<file path="src/rtl/dct_pkg.sv">
package dct_pkg;

    localparam int QUEUE_DEPTH = 2;

    // residue codes
    localparam logic [4:0] RES_MET   = 5'd0;
    localparam logic [4:0] RES_OCHRE = 5'd2;
    localparam logic [4:0] RES_OPAL  = 5'd4;
    localparam logic [4:0] RES_MAX   = 5'd22;

    // base codes
    localparam logic [1:0] BASE_U = 2'd0;
    localparam logic [1:0] BASE_C = 2'd1;
    localparam logic [1:0] BASE_A = 2'd2;
    localparam logic [1:0] BASE_G = 2'd3;

    // indexed by first*16 + second*4 + third
    localparam logic [4:0] CODON_TABLE [64] = '{
        5'd5,  5'd5,  5'd20, 5'd20, 5'd21, 5'd21, 5'd21, 5'd21,
        5'd6,  5'd6,  5'd2,  5'd3,  5'd13, 5'd13, 5'd4,  5'd1,
        5'd20, 5'd20, 5'd20, 5'd20, 5'd16, 5'd16, 5'd16, 5'd16,
        5'd7,  5'd7,  5'd8,  5'd8,  5'd22, 5'd22, 5'd22, 5'd22,
        5'd14, 5'd14, 5'd14, 5'd0,  5'd17, 5'd17, 5'd17, 5'd17,
        5'd9,  5'd9,  5'd10, 5'd10, 5'd21, 5'd21, 5'd22, 5'd22,
        5'd15, 5'd15, 5'd15, 5'd15, 5'd18, 5'd18, 5'd18, 5'd18,
        5'd11, 5'd11, 5'd12, 5'd12, 5'd19, 5'd19, 5'd19, 5'd19
    };

    typedef struct packed {
        logic       is_base;
        logic [1:0] base;
        logic       last;
    } base_item_t;

    function automatic logic residue_is_stop(input logic [4:0] r);
        return (r >= RES_OCHRE) && (r <= RES_OPAL);
    endfunction

endpackage

</file>
<file path="src/rtl/dct_front.sv">
module dct_front
    import dct_pkg::*;
(
    input  logic       s_tvalid,
    output logic       s_tready,
    input  logic [7:0] s_tdata,   // char_code
    input  logic       s_tlast,   // end_of_strand
    output logic       push,
    output base_item_t push_item,
    input  logic       queue_full
);

    logic       is_base;
    logic [1:0] base;

    always_comb begin
        is_base = 1'b1;
        base    = BASE_U;
        case (s_tdata)
            8'h55, 8'h75, 8'h54, 8'h74: base = BASE_U;
            8'h43, 8'h63:               base = BASE_C;
            8'h41, 8'h61:               base = BASE_A;
            8'h47, 8'h67:               base = BASE_G;
            default:                    is_base = 1'b0;
        endcase
    end

    assign s_tready = !queue_full;

    // a non-base item without end marker has no effect and is dropped here
    assign push              = s_tvalid && s_tready && (is_base || s_tlast);
    assign push_item.is_base = is_base;
    assign push_item.base    = base;
    assign push_item.last    = s_tlast;

endmodule

</file>
<file path="src/rtl/dct_queue.sv">
module dct_queue
    import dct_pkg::*;
#(
    parameter int DEPTH = QUEUE_DEPTH
) (
    input  logic       aclk,
    input  logic       aresetn,
    input  logic       push,
    input  base_item_t push_item,
    output logic       full,
    input  logic       pop,
    output logic       not_empty,
    output base_item_t pop_item
);

    localparam int PTR_W = $clog2(DEPTH);
    localparam int CNT_W = $clog2(DEPTH + 1);
    localparam logic [PTR_W-1:0] LAST_PTR = PTR_W'(DEPTH - 1);
    localparam logic [CNT_W-1:0] FULL_CNT = CNT_W'(DEPTH);

    base_item_t       slot_reg [DEPTH];
    logic [PTR_W-1:0] wr_ptr_reg, wr_ptr_next;
    logic [PTR_W-1:0] rd_ptr_reg, rd_ptr_next;
    logic [CNT_W-1:0] count_reg, count_next;

    assign full      = (count_reg == FULL_CNT);
    assign not_empty = (count_reg != '0);
    assign pop_item  = slot_reg[rd_ptr_reg];

    always_comb begin
        wr_ptr_next = wr_ptr_reg;
        rd_ptr_next = rd_ptr_reg;
        count_next  = count_reg;
        if (push) begin
            wr_ptr_next = (wr_ptr_reg == LAST_PTR) ? '0 : wr_ptr_reg + 1'b1;
        end
        if (pop) begin
            rd_ptr_next = (rd_ptr_reg == LAST_PTR) ? '0 : rd_ptr_reg + 1'b1;
        end
        if (push && !pop) begin
            count_next = count_reg + 1'b1;
        end else if (pop && !push) begin
            count_next = count_reg - 1'b1;
        end
    end

    always_ff @(posedge aclk) begin
        if (!aresetn) begin
            wr_ptr_reg <= '0;
            rd_ptr_reg <= '0;
            count_reg  <= '0;
        end else begin
            wr_ptr_reg <= wr_ptr_next;
            rd_ptr_reg <= rd_ptr_next;
            count_reg  <= count_next;
        end
    end

    always_ff @(posedge aclk) begin
        if (push) begin
            slot_reg[wr_ptr_reg] <= push_item;
        end
    end

endmodule

</file>
<file path="src/rtl/dct_back.sv">
module dct_back
    import dct_pkg::*;
(
    input  logic       aclk,
    input  logic       aresetn,
    input  logic       not_empty,
    input  base_item_t pop_item,
    output logic       pop,
    output logic       m_tvalid,
    input  logic       m_tready,
    output logic [7:0] m_tdata,   // residue, zero fill
    output logic       m_tuser    // is_stop
);

    logic [1:0] phase_reg, phase_next;
    logic [3:0] bases_reg, bases_next;
    logic       out_valid_reg, out_valid_next;
    logic [4:0] residue_reg;
    logic       stop_reg;
    logic       emit;
    logic [4:0] residue;

    assign pop     = not_empty && (!out_valid_reg || m_tready);
    // phase three behaves like two
    assign emit    = pop && pop_item.is_base && phase_reg[1];
    assign residue = CODON_TABLE[{bases_reg, pop_item.base}];

    always_comb begin
        phase_next = phase_reg;
        bases_next = bases_reg;
        if (pop && pop_item.is_base) begin
            if (phase_reg[1]) begin
                phase_next = '0;
                bases_next = '0;
            end else begin
                phase_next = phase_reg + 1'b1;
                bases_next = {bases_reg[1:0], pop_item.base};
            end
        end
        if (pop && pop_item.last) begin
            phase_next = '0;
            bases_next = '0;
        end
    end

    always_comb begin
        out_valid_next = out_valid_reg;
        if (emit) begin
            out_valid_next = 1'b1;
        end else if (m_tready) begin
            out_valid_next = 1'b0;
        end
    end

    always_ff @(posedge aclk) begin
        if (!aresetn) begin
            phase_reg     <= '0;
            bases_reg     <= '0;
            out_valid_reg <= 1'b0;
        end else begin
            phase_reg     <= phase_next;
            bases_reg     <= bases_next;
            out_valid_reg <= out_valid_next;
        end
    end

    always_ff @(posedge aclk) begin
        if (emit) begin
            residue_reg <= residue;
            stop_reg    <= residue_is_stop(residue);
        end
    end

    assign m_tvalid = out_valid_reg;
    assign m_tdata  = {3'b000, residue_reg};
    assign m_tuser  = stop_reg;

endmodule

</file>
<file path="src/rtl/dna_codon_translator.sv">
// a codon result appears on m_tvalid after the edge that accepts its third base, by way of
// the queue write and then the lookup into the output register
// throughput: one item per cycle while m_tready does not hold the output, set by the table lookup stage
// s_tready drops only while the item queue is full
// reset: synchronous active-low aresetn clears queue, codon phase and output valid
module dna_codon_translator
    import dct_pkg::*;
#(
    parameter int QUEUE_DEPTH_P = QUEUE_DEPTH
) (
    input  logic       aclk,
    input  logic       aresetn,
    input  logic       s_tvalid,
    output logic       s_tready,
    input  logic [7:0] s_tdata,   // char_code
    input  logic       s_tlast,   // end_of_strand
    output logic       m_tvalid,
    input  logic       m_tready,
    output logic [7:0] m_tdata,   // residue, zero fill
    output logic       m_tuser    // is_stop
);

    logic       push;
    logic       pop;
    logic       queue_full;
    logic       not_empty;
    base_item_t push_item;
    base_item_t pop_item;

    dct_front u_front (
        .s_tvalid   (s_tvalid),
        .s_tready   (s_tready),
        .s_tdata    (s_tdata),
        .s_tlast    (s_tlast),
        .push       (push),
        .push_item  (push_item),
        .queue_full (queue_full)
    );

    dct_queue #(
        .DEPTH (QUEUE_DEPTH_P)
    ) u_queue (
        .aclk      (aclk),
        .aresetn   (aresetn),
        .push      (push),
        .push_item (push_item),
        .full      (queue_full),
        .pop       (pop),
        .not_empty (not_empty),
        .pop_item  (pop_item)
    );

    dct_back u_back (
        .aclk      (aclk),
        .aresetn   (aresetn),
        .not_empty (not_empty),
        .pop_item  (pop_item),
        .pop       (pop),
        .m_tvalid  (m_tvalid),
        .m_tready  (m_tready),
        .m_tdata   (m_tdata),
        .m_tuser   (m_tuser)
    );

endmodule

</file>
<file path="config.mk">
export PLATFORM = sky130hd
export DESIGN_NAME = dna_codon_translator
export DESIGN_NICKNAME = d
export VERILOG_FILES = /design/src/rtl/dct_pkg.sv /design/src/rtl/dct_front.sv /design/src/rtl/dct_queue.sv /design/src/rtl/dct_back.sv /design/src/rtl/dna_codon_translator.sv
export SDC_FILE = /design/constraint.sdc
export NUM_CORES = 1
export LEC_CHECK = 0
export ABC_AREA = 1
export BUFFER_PORTS_ARGS = -buffer_cell sky130_fd_sc_hd__buf_2
export CORE_AREA = 4 4 78 62
export DETAILED_ROUTE_END_ITERATION = 8
export DIE_AREA = 0 0 82 66
export GPL_TIMING_DRIVEN = 1
export PLACE_DENSITY = 0.64
export RECOVER_POWER = 100
export SETUP_SLACK_MARGIN = 0.15
export SLEW_MARGIN = 20
export SYNTH_ARGS = -nofsm -noshare
export SYNTH_HDL_FRONTEND = slang
export SYNTH_HIERARCHICAL = 1
export SYNTH_SLANG_ARGS = --single-unit
</file>
<file path="constraint.sdc">
create_clock -name aclk -period 4 [get_ports aclk]
set_clock_uncertainty 0.1 [all_clocks]
set_input_delay 0.6 -clock aclk [delete_from_list [all_inputs] [get_ports aclk]]
set_output_delay 0.6 -clock aclk [all_outputs]
set_load 0.005 [all_outputs]
</file>
==> results.txt, run 1 <==
The run finished with clean final reports. The wire length per cell came out at 9.30 um. The initial antenna violation count is 0. Traced cell by cell, the critical path runs through mux2_1 -> nand2_1 -> nand2_2 -> nand2_1 -> nand2_1 -> nand2_1 -> inv_1 -> nand2_1 -> nand2_1 -> nand2_1 -> inv_1.

The deepest level of the CTS H-tree is 1. The met1 wire length is 1340 um. The antenna violation net count after detailed routing came out at 0. The areal power density over the cells is 476 mW/mm2. The post-placement cell area came out at 0.00165 mm2. The arrival time at the worst endpoint is 1990 ps.

The cell family contributing the most delay on the critical path is simple AND/OR/NAND/NOR gates. The cell sitting at the root of the clock tree is a sky130_fd_sc_hd__clkbuf_8. The synthesis-to-layout area growth is 6.16%. The largest stage delay on the critical path is 530 ps. The detailed placement HPWL is 2010 um. The worst path in the final design needs a cycle of 2060 ps, including I/O delays and setup. After detailed routing, the number of vias per cell comes to 4.27.

Of the total synthesized cell area, the portion taken by full adders, half adders and majority gates is 0.800%. The critical path is of the reg2reg type. The dominant cell type by count on the critical path is sky130_fd_sc_hd__nand2_1.

The worst hold-check path type is reg2reg. The number of top-level pins came out at 24. A synthesized cell averages 7.90 um2. The amount of wire on met2 after detailed routing came out at 971 um. The aggregate global routing overflow is 0.

The worst setup path is launched from a register. The clock passes through at most 2 buffers. The first routing iteration left 87 violations.

The number of resized instances in the post-cts repair step came out at 0. The synthesized flop and latch total came out at 26. The data required time of the worst path is 3930 ps.

The most instantiated flip-flop cell in the synthesis netlist is sky130_fd_sc_hd__edfxtp_1. The sum of negative setup slack is 0 ps. The area of the core region is 0.00400 mm2.

The die span in y came out at 66 um. Yosys attributes the largest share of cell area to sky130_fd_sc_hd__edfxtp_1 (27%), sky130_fd_sc_hd__dfxtp_1 (15%), sky130_fd_sc_hd__nand2_1 (11%). The share of synthesized area occupied by flip-flops and latches came out at 42.2%. The setup fix buffers added after clock tree synthesis came out at 0. By instance count, the leading cell after synthesis is sky130_fd_sc_hd__nand2_1. The share of post-route cells with drive strength above 1 came out at 21.0%. The wire length of the first global-routing pass came out at 4410 um.

The maximum fanout count along the critical path is 10. Counting the buffers created by CTS gives 3. The worst pin sits at a relative slew slack of 55.6%. The antenna cell count is 0.

The portion of synthesized area spent on multiplexers is 2.88%. Counting both buffers and inverters, the worst setup path holds a total of 2. The final estimated routing congestion in global placement is 0.831. The slew at the pin closest to its max-slew limit came out at 664 ps. The area share of xor/xnor cells in the synthesized design is 0.560%. The number of flip-flops under the largest register name is 8. The number of max-cap violations is 0.

The number of nets in the finished design came out at 229. The simple-gate portion of the synthesized area came out at 32.2%. The hold path startpoint is u_back/phase_reg[0]. After synthesis, the largest family of logic cells by area is simple AND/OR/NAND/NOR gates. The initial core utilization is 39.1%.

For this design, the CTS-stage hold fixing added 0 buffers. The cell type of the slowest stage on the worst timing path is sky130_fd_sc_hd__mux2_1. After synthesis, the most frequently instantiated cells are sky130_fd_sc_hd__nand2_1 (45), sky130_fd_sc_hd__inv_1 (28), sky130_fd_sc_hd__nor2_1 (19). The die covers 0.00541 mm2. Setup repair after global routing left no endpoint under its margin. sky130_fd_sc_hd__edfxtp_1 takes more of the synthesized area than any other cell.

STA classifies the critical path endpoint as a register. The routed wire length came out at 2500 um. The number of input and output port buffers inserted came out at 19. The max-slew violation total from the final report is 0. The highest signal layer in the routed design is met4. The count of flip-flops with a built-in enable after synthesis is 14. The number of detailed-route iterations in the first pass is 4. The later-pin clock latency in the skew report came out at 260 ps. The die is 82 um wide. The number of remaining DRC errors came out at 0. The number of warnings printed during yosys synthesis is 6.

The combined area of all synthesized cells is 0.00156 mm2. The fraction of synthesis flops using an asynchronous set or reset pin came out at 0%. For this design the static power due to leakage is 0.768 nW. The final hold violation count came out at 0. The clock-pin slew of the registers on the worst-case setup and hold paths came out at 80 ps. Yosys mapped the design onto 28 distinct sky130hd cell types. The initialized floorplan defines 20 standard-cell rows. For this run, the total global-route usage over all layers was measured as 10.4%. The final cycle utilization of the critical path is 51.5%.

The share of synthesized area in the top cell type comes to 26.9%. The clock sink total is 26. The setup-violating endpoint count in the final report came out at 0.

The met3 layer wire length in the routed design is 182 um. The number of vias in the routed layout is 1148. The complex-gate fraction of the synthesized area is 6.08%. The design area is 0.00166 mm2.

The clock tree from TritonCTS is yes. The maximum number of pins on one net before global-route repair came out at 15. Derived from the worst setup path, the maximum achievable clock frequency is 0.486 GHz.

The number of global-route vias before repair came out at 1022. The instance count of the mapped netlist is 198. Across the VDD grid, the largest voltage drop is 0.265 mV.
## stage by stage
stage	util, %	worst slack (ps)	total power [W]	cells	hold WS (ps)
floorplan	-	2160	0.000625	200	341
global placement	41.3	1900	0.000662	265	352
detailed placement	41.3	1890	0.000666	265	356
CTS	42.4	2110	0.000813	269	377
global route	41.5	1760	0.000859	269	404
finish	41.5	1940	0.000790	269	371
## report_power, final
part	internal [W]	switching, W
sequential	0.000322	0.0000396
clock	0.0000711	0.0000747
combinational	0.000109	0.000174
total	0.000502	0.000288
## final timing paths
check                         to  slack [ps]  cells after the start
max               u_back/m_tuser        1940                     11
min          u_back/phase_reg[0]         370                      1
max reg2reg       u_back/m_tuser        1940                     11
min reg2reg  u_back/phase_reg[0]         370                      1
## cell type report
class / instances / area, um2
sequential: 26 / 661
clock buffer: 4 / 45.0
multi-input combinational: 128 / 648
timing repair buffer: 19 / 86.3
tap: 55 / 68.8
fill: 427 / 2340
inverter: 37 / 151
## worst register-to-register path, stage by stage (launching register included)
cell	delay, ps
sky130_fd_sc_hd__dfxtp_1	420
sky130_fd_sc_hd__mux2_1	530
sky130_fd_sc_hd__nand2_1	230
sky130_fd_sc_hd__nand2_2	80
sky130_fd_sc_hd__nand2_1	60
sky130_fd_sc_hd__nand2_1	50
sky130_fd_sc_hd__nand2_1	110
sky130_fd_sc_hd__inv_1	50
sky130_fd_sc_hd__nand2_1	60
sky130_fd_sc_hd__nand2_1	50
sky130_fd_sc_hd__nand2_1	60
sky130_fd_sc_hd__inv_1	40
## layout by cell type (no fill, tap or decap), types with 4 or more instances in the layout
cell type and count:
sky130_fd_sc_hd__nand2_1 49, sky130_fd_sc_hd__inv_1 30, sky130_fd_sc_hd__nor2_1 21, sky130_fd_sc_hd__edfxtp_1 14
sky130_fd_sc_hd__buf_2 12, sky130_fd_sc_hd__dfxtp_1 12, sky130_fd_sc_hd__nand3_1 11, sky130_fd_sc_hd__clkbuf_1 8
sky130_fd_sc_hd__a21oi_1 8, sky130_fd_sc_hd__nand2_2 8, sky130_fd_sc_hd__nor2_2 5, sky130_fd_sc_hd__o21ai_0 4
sky130_fd_sc_hd__inv_2 4
## per-layer routing
layer | vias to the layer above | GRT usage (%)
met5 | - | 0
met4 | 0 | 1.45
met3 | 2 | 3.68
met2 | 24 | 14.9
met1 | 487 | 15.1
li1 | 635 | -
## cell families (layout without fill, tap and decap cells)
family | Yosys count | count (layout)
flops | 26 | 26
fa+ha+maj | 1 | 1
mux | 4 | 4
simple gates | 103 | 103
buf+inv | 46 | 60
xor+xnor | 1 | 1
other cells | 1 | 3
compound gates | 16 | 16
No activity file was read; power rests on OpenSTA's default activity.
==> run 2: changes to the inputs <==
PLACE_DENSITY = 0.66   (was 0.64)
clock period = 1.78 ns   (was 4 ns; I/O delays follow)
==> run 2 against run 1 <==
Effect of this change:
- sequential share of layout area fell by 2.1 points
- wire length grew 9.6%
- utilization up 2.6 points
- critical path type unchanged
- non-clock buffer count rose by 7
- flip-flop and latch count unchanged
- first-iteration DRC count is 1.1% higher
- global-route usage increased by 0.71 points
- die area unchanged
- largest power group unchanged
- worst hold slack worse by 240 ps
- combinational power rose to 2.7 times the previous value
- sequential power grew 120%
- cell area increased by 6.3%
==> results.txt, run 2 (same netlist as run 1, synthesis figures left out) <==
The worst hold margin is 132 ps (-238 ps). The antenna cell count is 0 (unchanged). The aggregate global routing overflow is 0 (unchanged). The number of buffers inserted during clock tree synthesis is 3 (unchanged). The number of detailed-route iterations in the first pass came out at 4 (unchanged).

The achievable clock frequency is 0.588 GHz (+21%). The wire length per cell was 9.91 um (+6.5%). The endpoint kind of the worst setup timing path is a register. The maximum fanout count along the critical path is 5 (-5).

The first-iteration detailed-routing DRC count is 88 (+1.1%). The number of vias in the routed layout came to 1203 (+4.8%). The deepest level of the CTS H-tree is 1 (unchanged). The cell family contributing the most delay on the critical path is flip-flops. The run finished with clean final reports.

The areal power density over the cells was 1090 mW/mm2 (+130%). The clock-pin slew of the registers on the worst-case setup and hold paths came out at 80 ps (about the same). The maximum vdd ir drop is 0.570 mV (+120%).

The number of max-cap violations came out at 0 (unchanged). TritonCTS built the clock tree. The type of origin of the critical path is a register.

The share of post-route cells with drive strength above 1 came out at 27.0% (+6.0 points). The final period demand of the worst path is 1700 ps (-357 ps). The maximum number of pins on one net before global-route repair is 15 (unchanged). The critical path in this run is classified as reg2reg. The share of total power in sequential cells is 41.2% (-4.6 points). The final hold violation count was 0 (unchanged). In the layout the commonest cells are sky130_fd_sc_hd__nand2_1 (48), sky130_fd_sc_hd__inv_1 (29), sky130_fd_sc_hd__nor2_1 (21), sky130_fd_sc_hd__edfxtp_1 (14), sky130_fd_sc_hd__buf_2 (13). In this run the worst setup path terminates at u_back/residue_reg[1].

The setup-violating endpoint count in the final report came out at 0 (unchanged). The leakage component of the power came to 0.825 nW (+7.4%). The clock sink total came out at 26 (unchanged). The power dissipated by switching net loads was 0.000685 W (+140%).

From synthesis to final layout, the design area changed by 12.8%. The final worst-path setup slack is 78.5 ps (-1860 ps). The number of input and output port buffers inserted came out at 19 (unchanged).

Setup repair after global routing could not meet its margin everywhere. The data required time of the worst path came out at 1710 ps (-2220 ps). The max-slew violation total from the final report is 0 (unchanged).

The buffer depth of the longest clock path came out at 2 (unchanged). The area of the core region came out at 0.00400 mm2 (unchanged). The number of global-route vias before repair is 1043 (+2.1%). The cell count along the critical path is 7 (-4). The die area is 0.00541 mm2 (unchanged). The combined buffer and inverter count along the critical path came out at 2 (unchanged).

The floorplan die width came to 82 um (unchanged). The routed wire length is 2740 um (+9.6%). The final estimated routing congestion in global placement came to 0.830 (-0.14%). The slack of the worst reg-to-reg path came out at 80 ps (-1860 ps). The all-layer global routing usage came to 11.1% (+0.71 points). The number of remaining DRC errors is 0 (unchanged). Leaving out fill and tap cells, the most frequent cell in the layout is sky130_fd_sc_hd__nand2_1.

The logic depth of the worst register-to-register path came out at 7 (-4). The worst hold-check path type is in2reg. The final cycle utilization of the critical path was 95.6% (+44 points). The routed via count divided by cell count is 4.34 (+1.8%). The number of top-level pins came to 24 (unchanged).

The largest individual stage delay along the critical path comes from the cell sky130_fd_sc_hd__edfxtp_1. The number of flip-flops under the largest register name came to 8 (unchanged). The fill cell total of the finished layout is 424 (-0.70%). The number of rows in the core area was 20 (unchanged). The die span in y is 66 um (unchanged). The worst slack at placement is 35.6 ps (-1850 ps). The initial core utilization is 39.1% (unchanged). The endpoint of the most critical register-to-register path is u_back/residue_reg[1]. The internal portion of total power came out at 0.00123 W (+150%). The critical register-to-register path startpoint is u_queue/slot_reg[0][2].

Walking the worst path, the cells encountered are mux2_4 -> a21oi_2 -> nand2_1 -> nand2_1 -> nand2_2 -> buf_4 -> buf_4. The cell at the root of the clock tree is sky130_fd_sc_hd__clkbuf_8. The antenna violation net count after detailed routing is 0 (unchanged). The number of hold buffers added after cts came to 0 (unchanged). The initial antenna violation count came out at 0 (unchanged). The largest stage delay on the critical path is 430 ps (-100 ps). The number of nets in the finished design came out at 237 (+3.5%). The clock group share of total power came out at 19.4% (+1.0 points). The detailed placement HPWL came to 2050 um (+1.7%). The later-pin clock latency in the skew report is 260 ps (about the same).

The combinational group share of total power came to 39.4% (+3.6 points). The arrival time at the worst endpoint is 1630 ps (-360 ps). The total instance count after detailed placement was 269 (+1.5%). The wire length of the first global-routing pass came out at 4600 um (+4.4%). The most critical setup path has its startpoint at u_queue/slot_reg[0][2]. The final cell count without fillers came out at 277 (+3.0%). The switching share of total power is 35.7% (-0.82 points).
[run 2: cell count changes in the layout (fill, tap and decap cells not counted), moves of 2 or more]
cell,change
sky130_fd_sc_hd__buf_4,+5
sky130_fd_sc_hd__dfxtp_1,-2
sky130_fd_sc_hd__mux2_4,+2
sky130_fd_sc_hd__o21ai_0,-2
sky130_fd_sc_hd__o21ai_1,+2
[run 2: timing repair]
action                     4_1_cts  5_1_grt
setup buffers                    2        1
setup endpoints to repair        1       13
gates cloned                     1        0
resized for setup                2        7
hold endpoints to repair         0        0
pin swaps                        8        8
[run 2: how the worst min path moves through the flow]
stage                   startpoint                     end  cells past startpoint
3_3_place_gp   u_back/phase_reg[0]     u_back/phase_reg[0]                      1
5_1_grt                    s_tlast  u_queue/slot_reg[0][0]                      1
3_5_place_dp   u_back/phase_reg[0]     u_back/phase_reg[0]                      1
4_1_cts                    s_tlast  u_queue/slot_reg[1][0]                      1
2_1_floorplan              aresetn    u_queue/count_reg[1]                      2
6_report                   s_tlast  u_queue/slot_reg[1][0]                      1
[run 2: layout make-up]
class | count | area, um2 | share of cell area [%]
inverters | 37 | 151 | 8.58
repair buffers | 26 | 140 | 7.94
clock buffers | 4 | 55.1 | 3.12
multi-input cells | 129 | 683 | 38.7
well taps | 55 | 68.8 | 3.90
flip-flops and latches | 26 | 666 | 37.7
[run 2: metrics by stage]
step                      instance area, um2  power [W]  utilization, %  setup TNS (ps)
after floorplan                         1580    0.00141               -               0
after global placement                  1690    0.00151            42.2               0
after detailed placement                1690    0.00152            42.2               0
after CTS                               1780    0.00193            44.3               0
after global routing                    1760    0.00208            44.1           -36.4
final                                   1760    0.00192            44.1               0
[run 2: routing by layer]
metal / up-vias / wire [um] / track usage (%)
met3: 2 / 182 / 3.27
li1: 656 / - / -
met5: - / 0 / 0
met4: 0 / 17 / 3.11
met2: 26 / 1170 / 16.6
met1: 519 / 1370 / 15.3
[run 2: worst register-to-register path, delay by kind of cell, from the launching register on]
kind,cells,cell delay (ps)
DFF,1,430
muxes,1,350
buffers and inverters,2,250
and+or+nand+nor,3,200
AOI/OAI and AO/OA,1,150
[run 2: power by group through the flow]
| stage | Combinational, W | Sequential (W) | Clock [W] |
|---|---|---|---|
| after floorplan | 0.000632 | 0.000780 | 0 |
| after global placement | 0.000725 | 0.000790 | 0 |
| after detailed placement | 0.000731 | 0.000792 | 0 |
| after CTS | 0.000759 | 0.000788 | 0.000385 |
| after global routing | 0.000863 | 0.000804 | 0.000411 |
| final | 0.000756 | 0.000791 | 0.000372 |
